==> config.mk <==
export PLATFORM = sky130hd
export DESIGN_NAME = serial_frame_checksum_parser
export DESIGN_NICKNAME = d
export VERILOG_FILES = /design/src/sv/sfcp_pkg.sv /design/src/sv/serial_frame_checksum_parser.sv /design/src/sv/sfcp_in_reg.sv /design/src/sv/sfcp_core.sv /design/src/sv/sfcp_out_reg.sv
export SDC_FILE = /design/constraint.sdc
export NUM_CORES = 1
export LEC_CHECK = 0
export BUFFER_PORTS_ARGS = -buffer_cell sky130_fd_sc_hd__buf_4
export CAP_MARGIN = 10
export CORE_AREA = 8 8 103 86
export DETAILED_ROUTE_END_ITERATION = 10
export DIE_AREA = 0 0 111 94
export PLACE_DENSITY = 0.68
export SYNTH_ARGS = -nofsm -noshare
export SYNTH_HDL_FRONTEND = slang
export SYNTH_HIERARCHICAL = 1
export SYNTH_SLANG_ARGS = --single-unit
==> constraint.sdc <==
create_clock -name clk_i -period 3.43 [get_ports clk_i]
set_input_delay 0.1715 -clock clk_i [delete_from_list [all_inputs] [get_ports clk_i]]
set_output_delay 0.1715 -clock clk_i [all_outputs]
set_load 0.02 [all_outputs]
==> src/sv/sfcp_pkg.sv <==
// Shared types and constants for the serial frame checksum parser.
`default_nettype none

package sfcp_pkg;

  localparam int unsigned BYTE_W       = 8;
  localparam int unsigned IDX_W        = 6;
  localparam int unsigned CNT_W        = 7;
  localparam int unsigned HEADER_BYTES = 3;
  localparam int unsigned BODY_MAX_DEF = 64;

  localparam logic [BYTE_W-1:0] START_MARKER_RST = 8'h02;

  typedef enum logic [1:0] {
    STATUS_NONE = 2'd0,
    STATUS_GOOD = 2'd1,
    STATUS_BAD  = 2'd2,
    STATUS_LONG = 2'd3
  } status_e;

  typedef struct packed {
    logic              body_valid;
    logic [IDX_W-1:0]  body_index;
    logic [BYTE_W-1:0] body_byte;
    logic              frame_end;
    status_e           frame_status;
  } result_t;

endpackage

`default_nettype wire

==> src/sv/serial_frame_checksum_parser.sv <==
// Top level of the serial frame checksum parser.
//
//   channel  direction  handshake                 data
//   cfg      in         cfg_valid_i / cfg_ready_o  cfg_start_marker_i
//   in       in         in_valid_i / in_stall_o    rx_byte_i
//   out      out        out_valid_o / out_stall_i  body_*_o, frame_end_o, frame_status_o
//
// One byte per cycle sustained while out_stall_i is low; each byte gives exactly one result.
// Each byte passes the input register, then the frame logic into the result register.
// The frame state (phase, count, length, checksum) updates as a byte enters the result stage.
// A stalled result holds the result register, then the input register, then in_stall_o rises.
// Reset returns to idle with start marker 0x02; cfg_ready_o is always high.
`default_nettype none

module serial_frame_checksum_parser #(
  parameter int unsigned BODY_MAX = sfcp_pkg::BODY_MAX_DEF
) (
  input  logic                         clk_i,
  input  logic                         rst_ni,
  input  logic                         cfg_valid_i,
  output logic                         cfg_ready_o,
  input  logic [sfcp_pkg::BYTE_W-1:0]  cfg_start_marker_i,
  input  logic                         in_valid_i,
  output logic                         in_stall_o,
  input  logic [sfcp_pkg::BYTE_W-1:0]  rx_byte_i,
  output logic                         out_valid_o,
  input  logic                         out_stall_i,
  output logic                         body_valid_o,
  output logic [sfcp_pkg::IDX_W-1:0]   body_index_o,
  output logic [sfcp_pkg::BYTE_W-1:0]  body_byte_o,
  output logic                         frame_end_o,
  output logic [1:0]                   frame_status_o
);

  logic                        down_ready;
  logic                        s1_valid;
  logic [sfcp_pkg::BYTE_W-1:0] s1_byte;
  logic                        step;
  sfcp_pkg::result_t           core_res;
  sfcp_pkg::result_t           out_res;

  assign cfg_ready_o = 1'b1;
  assign step        = s1_valid && down_ready;

  sfcp_in_reg u_in_reg (
    .clk_i        (clk_i),
    .rst_ni       (rst_ni),
    .in_valid_i   (in_valid_i),
    .in_stall_o   (in_stall_o),
    .rx_byte_i    (rx_byte_i),
    .down_ready_i (down_ready),
    .s1_valid_o   (s1_valid),
    .s1_byte_o    (s1_byte)
  );

  sfcp_core #(
    .BODY_MAX (BODY_MAX)
  ) u_core (
    .clk_i      (clk_i),
    .rst_ni     (rst_ni),
    .cfg_we_i   (cfg_valid_i && cfg_ready_o),
    .cfg_data_i (cfg_start_marker_i),
    .step_i     (step),
    .byte_i     (s1_byte),
    .result_o   (core_res)
  );

  sfcp_out_reg u_out_reg (
    .clk_i       (clk_i),
    .rst_ni      (rst_ni),
    .load_i      (step),
    .result_i    (core_res),
    .ready_o     (down_ready),
    .out_valid_o (out_valid_o),
    .out_stall_i (out_stall_i),
    .result_o    (out_res)
  );

  assign body_valid_o   = out_res.body_valid;
  assign body_index_o   = out_res.body_index;
  assign body_byte_o    = out_res.body_byte;
  assign frame_end_o    = out_res.frame_end;
  assign frame_status_o = out_res.frame_status;

endmodule

`default_nettype wire

==> src/sv/sfcp_in_reg.sv <==
// Input register stage: captures received bytes and applies back pressure.
`default_nettype none

module sfcp_in_reg (
  input  logic                      clk_i,
  input  logic                      rst_ni,
  input  logic                      in_valid_i,
  output logic                      in_stall_o,
  input  logic [sfcp_pkg::BYTE_W-1:0] rx_byte_i,
  input  logic                      down_ready_i,
  output logic                      s1_valid_o,
  output logic [sfcp_pkg::BYTE_W-1:0] s1_byte_o
);

  logic                        valid_q;
  logic [sfcp_pkg::BYTE_W-1:0] byte_q;
  logic                        accept;
  logic                        advance;

  assign advance    = valid_q && down_ready_i;
  assign in_stall_o = valid_q && !down_ready_i;
  assign accept     = in_valid_i && !in_stall_o;

  always_ff @(posedge clk_i or negedge rst_ni) begin
    if (!rst_ni) begin
      valid_q <= 1'b0;
    end else if (accept) begin
      valid_q <= 1'b1;
    end else if (advance) begin
      valid_q <= 1'b0;
    end
  end

  always_ff @(posedge clk_i) begin
    if (accept) begin
      byte_q <= rx_byte_i;
    end
  end

  assign s1_valid_o = valid_q;
  assign s1_byte_o  = byte_q;

endmodule

`default_nettype wire

==> src/sv/sfcp_core.sv <==
// Frame state machine, running checksum and per-byte result logic.
`default_nettype none

module sfcp_core #(
  parameter int unsigned BODY_MAX = sfcp_pkg::BODY_MAX_DEF
) (
  input  logic                        clk_i,
  input  logic                        rst_ni,
  input  logic                        cfg_we_i,
  input  logic [sfcp_pkg::BYTE_W-1:0] cfg_data_i,
  input  logic                        step_i,
  input  logic [sfcp_pkg::BYTE_W-1:0] byte_i,
  output sfcp_pkg::result_t           result_o
);

  typedef enum logic [1:0] {
    PH_IDLE    = 2'd0,
    PH_HEADER  = 2'd1,
    PH_PAYLOAD = 2'd2,
    PH_CHECK   = 2'd3
  } phase_e;

  localparam logic [8:0] BodyMaxW  = 9'(BODY_MAX);
  localparam logic [8:0] HeaderW   = 9'(sfcp_pkg::HEADER_BYTES);
  localparam logic [sfcp_pkg::CNT_W-1:0] BodyMaxC = sfcp_pkg::CNT_W'(BODY_MAX);
  localparam logic [sfcp_pkg::CNT_W-1:0] HeaderC  =
    sfcp_pkg::CNT_W'(sfcp_pkg::HEADER_BYTES);

  phase_e                        phase_q, phase_d;
  logic [sfcp_pkg::CNT_W-1:0]    count_q, count_d;
  logic [sfcp_pkg::BYTE_W-1:0]   len_q, len_d;
  logic [sfcp_pkg::BYTE_W-1:0]   sum_q, sum_d;
  logic [sfcp_pkg::BYTE_W-1:0]   marker_q;
  logic [sfcp_pkg::CNT_W-1:0]    count_inc;
  logic [sfcp_pkg::BYTE_W-1:0]   pay_len;
  logic [sfcp_pkg::BYTE_W-1:0]   expect_sum;
  sfcp_pkg::result_t             res;

  assign count_inc  = count_q + sfcp_pkg::CNT_W'(1);
  assign pay_len    = (byte_i == '0) ? sfcp_pkg::BYTE_W'(1) : byte_i;
  assign expect_sum = sfcp_pkg::BYTE_W'(0) - sum_q;

  always_comb begin
    phase_d = phase_q;
    count_d = count_q;
    len_d   = len_q;
    sum_d   = sum_q;
    res     = '0;
    unique case (phase_q)
      PH_IDLE: begin
        if (byte_i == marker_q) begin
          count_d = '0;
          sum_d   = '0;
          len_d   = '0;
          phase_d = PH_HEADER;
        end
      end
      PH_HEADER: begin
        res.body_valid = 1'b1;
        res.body_index = count_q[sfcp_pkg::IDX_W-1:0];
        res.body_byte  = byte_i;
        sum_d          = sum_q + byte_i;
        count_d        = count_inc;
        if (count_inc >= HeaderC) begin
          len_d = byte_i;
          if (HeaderW + {1'b0, pay_len} > BodyMaxW) begin
            phase_d          = PH_IDLE;
            count_d          = '0;
            res.frame_end    = 1'b1;
            res.frame_status = sfcp_pkg::STATUS_LONG;
          end else begin
            phase_d = PH_PAYLOAD;
          end
        end
      end
      PH_PAYLOAD: begin
        res.body_valid = 1'b1;
        res.body_index = count_q[sfcp_pkg::IDX_W-1:0];
        res.body_byte  = byte_i;
        sum_d          = sum_q + byte_i;
        count_d        = count_inc;
        if ({2'b00, count_inc} >= HeaderW + {1'b0, len_q} || count_inc >= BodyMaxC) begin
          phase_d = PH_CHECK;
        end
      end
      PH_CHECK: begin
        res.frame_end    = 1'b1;
        res.frame_status = (expect_sum == byte_i) ? sfcp_pkg::STATUS_GOOD
                                                  : sfcp_pkg::STATUS_BAD;
        phase_d          = PH_IDLE;
        count_d          = '0;
      end
      default: begin
        phase_d = PH_IDLE;
      end
    endcase
  end

  always_ff @(posedge clk_i or negedge rst_ni) begin
    if (!rst_ni) begin
      phase_q  <= PH_IDLE;
      count_q  <= '0;
      len_q    <= '0;
      sum_q    <= '0;
      marker_q <= sfcp_pkg::START_MARKER_RST;
    end else begin
      if (cfg_we_i) begin
        marker_q <= cfg_data_i;
      end
      if (step_i) begin
        phase_q <= phase_d;
        count_q <= count_d;
        len_q   <= len_d;
        sum_q   <= sum_d;
      end
    end
  end

  assign result_o = res;

endmodule

`default_nettype wire

==> src/sv/sfcp_out_reg.sv <==
// Result register stage: holds one result until the consumer takes it.
`default_nettype none

module sfcp_out_reg (
  input  logic              clk_i,
  input  logic              rst_ni,
  input  logic              load_i,
  input  sfcp_pkg::result_t result_i,
  output logic              ready_o,
  output logic              out_valid_o,
  input  logic              out_stall_i,
  output sfcp_pkg::result_t result_o
);

  logic              valid_q;
  sfcp_pkg::result_t result_q;

  assign ready_o = !valid_q || !out_stall_i;

  always_ff @(posedge clk_i or negedge rst_ni) begin
    if (!rst_ni) begin
      valid_q <= 1'b0;
    end else if (load_i) begin
      valid_q <= 1'b1;
    end else if (!out_stall_i) begin
      valid_q <= 1'b0;
    end
  end

  always_ff @(posedge clk_i) begin
    if (load_i) begin
      result_q <= result_i;
    end
  end

  assign out_valid_o = valid_q;
  assign result_o    = result_q;

endmodule

`default_nettype wire

==> flow_summary.yaml <==
critical_path:
  cpMostUsedCell: "ha_1"
  cp_top_family: "compound AO/OA/AOI/OAI gates"
  crit_chain: "ha_1, nand3_1, xnor2_1, ha_1, a211oi_1, o21ai_0, a311oi_1, o311ai_0, nand4bb_1, mux2i_1"
  cp_data_arrival_time_ns: 2.89
  critPathMaxStageDelay_ns: 0.46
  r2r-start: "u_core/count_q[0]"
  required_ns: 3.70
  reg2reg_slack_ns: 0.81
  end_kind: "register"
  slowest_stage: "dfrtp_1"
  crit_fanout: 8
  ff2ff_path_depth: 10
  path_buf_inv: 0
  crit_type: "reg2reg"
  start_kind: "register"
clocking:
  cts_max_level: 3
  cts-root-buf: "clkbuf_8"
  cts_made_buffers: 9
  clock_latency_ns: 0.35
  path_clk_slew_ns: 0.07
  tritoncts: "done"
  cts_setup_buffers: 0
  cts.sink_count: 61
  cts_buffer_depth: 2
pwr:
  vdd_ir_drop_max_mv: 0.348
  leakage_nw: 1.75
  powerDensity_mw_per_mm2: 756
  power.total_w: 0.00306
timing:
  worst_hold_slack_ns: 0.0309
  tns_ns: 0
  grt_setup_unrepaired: "false"
  finalCritPeriodShare_pct: 76.4
  period_needed_ns: 2.62
  clock.fmax_mhz: 382
  drv_slew: 0
  slew-limit-headroom_pct: 65.6
  hold_violations: 0
  setup_viol: 0
  worst_pin_slew_ns: 0.515
  skew_ns: 0.00547
detailed_routing:
  drtIter0Drc: 106
  drt_pass1_iterations: 4
  drcViolationCount: 0
  wl_per_cell_um: 16.6
  vias: 2431
  viasPerCell: 5.49
  drt-total-wl_um: 7350
  antenna_left: 0
final_layout:
  area_growth_pct: 19.0
  fillers: 624
  fin_cells: 443
  seq_area_sq_mm: 0.00166
  n_antenna_cell: 0
  fin_util_pct: 56.4
  fin_nets: 393
  drive_above_1_share_pct: 22.1
  multi_input_area_sq_mm: 0.00162
global_routing:
  grt_max_degree: 36
  globalRouteOverflowTotal: 0
  first_global_vias: 2486
  antenna_found_initial: 0
  grt_first_pass_wirelength_um: 12600
  grt_usage_pct: 15.1
placement:
  numPlacedInstances: 418
  portBuffers: 40
  dp_hpwl_um: 5250
  gp_congestion: 0.814
floorplanning:
  start_util_pct: 47.4
  dieHeight_um: 94
  rows: 28
  dieWidth_um: 111
  die_area_sq_mm: 0.0104
  io_pins: 42
  core_area_sq_mm: 0.00718
hold_path:
  min_path_cells: 2
  whs_endpoint: "u_in_reg/s1_valid_o"
  hold_start: "in_valid_i"
  hp-class: "in2reg"
logic_synthesis:
  ys_types: 58
  synth_area_per_cell_sq_um: 11.5
  synth-seq-cells: 61
  async_flop_share_pct: 57.4
  synth_fp_nets: 340
  yosysWarnings: 6
  syn_inst: 295
  syn-cell-area_sq_mm: 0.00340
  synth_ff_type: "dfrtp_1"
  synth_seq_area_share_pct: 48.7
  synth_edf_count: 26
job:
  max_cap_violations: 0
outcome:
  status: "complete, no violations"
==> how the worst max path moves through the flow <==
stage                                 start        to  slack, ns  cells past startpoint
after global routing      u_core/count_q[0]  register       0.53                     10
final                     u_core/count_q[0]  register       0.81                     10
after CTS                 u_core/count_q[0]  register       0.79                     10
after global placement    u_core/count_q[0]  register       0.97                     10
after floorplan           u_core/count_q[0]  register       1.14                     10
after detailed placement  u_core/count_q[0]  register       0.84                     10
==> registers in the layout, summed over array words and instances (netlist names), named ones only <==
signal and flops:
u_core/count_q 7, u_in_reg/s1_byte_o 8, u_in_reg/s1_valid_o 1, u_core/phase_q 1, u_out_reg/out_valid_o 1, u_core/len_q 8
u_out_reg/result_o 18, u_core/marker_q 8, u_core/sum_q 8
==> through the flow <==
| stage | cell area (sq um) | worst slack [ns] |
|---|---|---|
| 2_1_floorplan | 3400 | 1.14 |
| 3_3_place_gp | 3770 | 0.974 |
| 3_5_place_dp | 3770 | 0.837 |
| 4_1_cts | 4050 | 0.791 |
| 5_1_grt | 4050 | 0.533 |
| 6_report | 4050 | 0.810 |
==> cells by family (layout without fill, tap and decap cells) <==
group | after synthesis | after routing | synth area share, %
AND/OR/NAND/NOR | 83 | 83 | 13.4
flip-flops | 61 | 61 | 48.7
AO/OA/AOI/OAI | 54 | 54 | 12.8
multiplexers | 11 | 11 | 3.57
other | 1 | 1 | 0.110
buffers and inverters | 27 | 85 | 3.60
adder cells (fa/ha/maj) | 24 | 24 | 9.05
XOR/XNOR | 34 | 34 | 8.75
==> worst reg2reg max path: stages (launching register included) <==
cell	delay, ns
dfrtp_1	0.46
ha_1	0.28
nand3_1	0.12
xnor2_1	0.22
ha_1	0.28
a211oi_1	0.21
o21ai_0	0.12
a311oi_1	0.26
o311ai_0	0.20
nand4bb_1	0.19
mux2i_1	0.20
==> cells in the final DEF (no fill, tap or decap), drive strengths merged, types with 2 or more instances in the layout <==
cell / instances
a32o: 4
a211o: 2
clkinvlp: 2
ha: 23
nor2: 17
o21ai: 13
xor2: 12
a21oi: 5
nand2b: 3
nand3: 7
and2: 14
o2111ai: 2
a311oi: 2
a21o: 2
o41ai: 2
dlygate4sd3: 9
xnor2: 22
buf: 41
clkinv: 3
edfxtp: 26
inv: 19
nand3b: 2
or3: 2
dfrtp: 34
mux2i: 2
mux2: 9
a22o: 14
nor3: 9
nand2: 15
clkbuf: 11
nand4: 6
==> synth_stat cells, types with 2 or more instances <==
cell	count	area share, %
dfrtp_1	34	25
nand2b_1	2	0.37
mux2i_1	2	0.59
nand4_1	5	0.92
and2_1	12	2.2
a21o_1	2	0.44
ha_1	23	8.5
nor2_1	16	1.8
o21ai_1	2	0.29
clkbuf_1	3	0.33
nand2_1	15	1.7
or3_1	2	0.37
xor2_1	12	3.1
nor3_1	9	1.3
xnor2_1	22	5.7
mux2_2	9	3.0
a22o_1	14	3.6
nand3b_1	2	0.44
edfxtp_1	26	23
a21oi_1	5	0.74
a211o_1	2	0.51
inv_1	19	2.1
o41ai_1	2	0.51
nand3_1	7	1.0
a311oi_1	2	0.51
buf_6	2	0.66
a32o_1	4	1.2
o21ai_0	10	1.5
==> power by group <==
| group | switching [W] | internal (W) | total, W |
|---|---|---|---|
| Sequential | 0.000181 | 0.000965 | 0.00115 |
| Combinational | 0.000716 | 0.000601 | 0.00132 |
| Clock | 0.000293 | 0.000304 | 0.000597 |
==> layer usage <==
metal,global-route usage [%],vias up,wire length (um)
met5,0,-,0
met4,5.72,0,99
met3,5.56,10,585
met2,22.6,73,3180
met1,19.4,1179,3480
li1,-,1169,-
==> final cells by class <==
class / instances / area share (%)
Sequential cell: 61 / 41.0
Multi-Input combinational cell: 207 / 40.1
Timing Repair Buffer: 50 / 9.83
Clock buffer: 11 / 3.77
Tap cell: 90 / 2.78
Inverter: 19 / 1.76
Clock inverter: 5 / 0.835
==> repair_timing <==
action / 4_1_cts / 5_1_grt
hold buffers: 9 / 0
hold endpoints to repair: 42 / 0
resized for setup: 0 / 0
No activity file was read; power rests on OpenSTA's default activity.
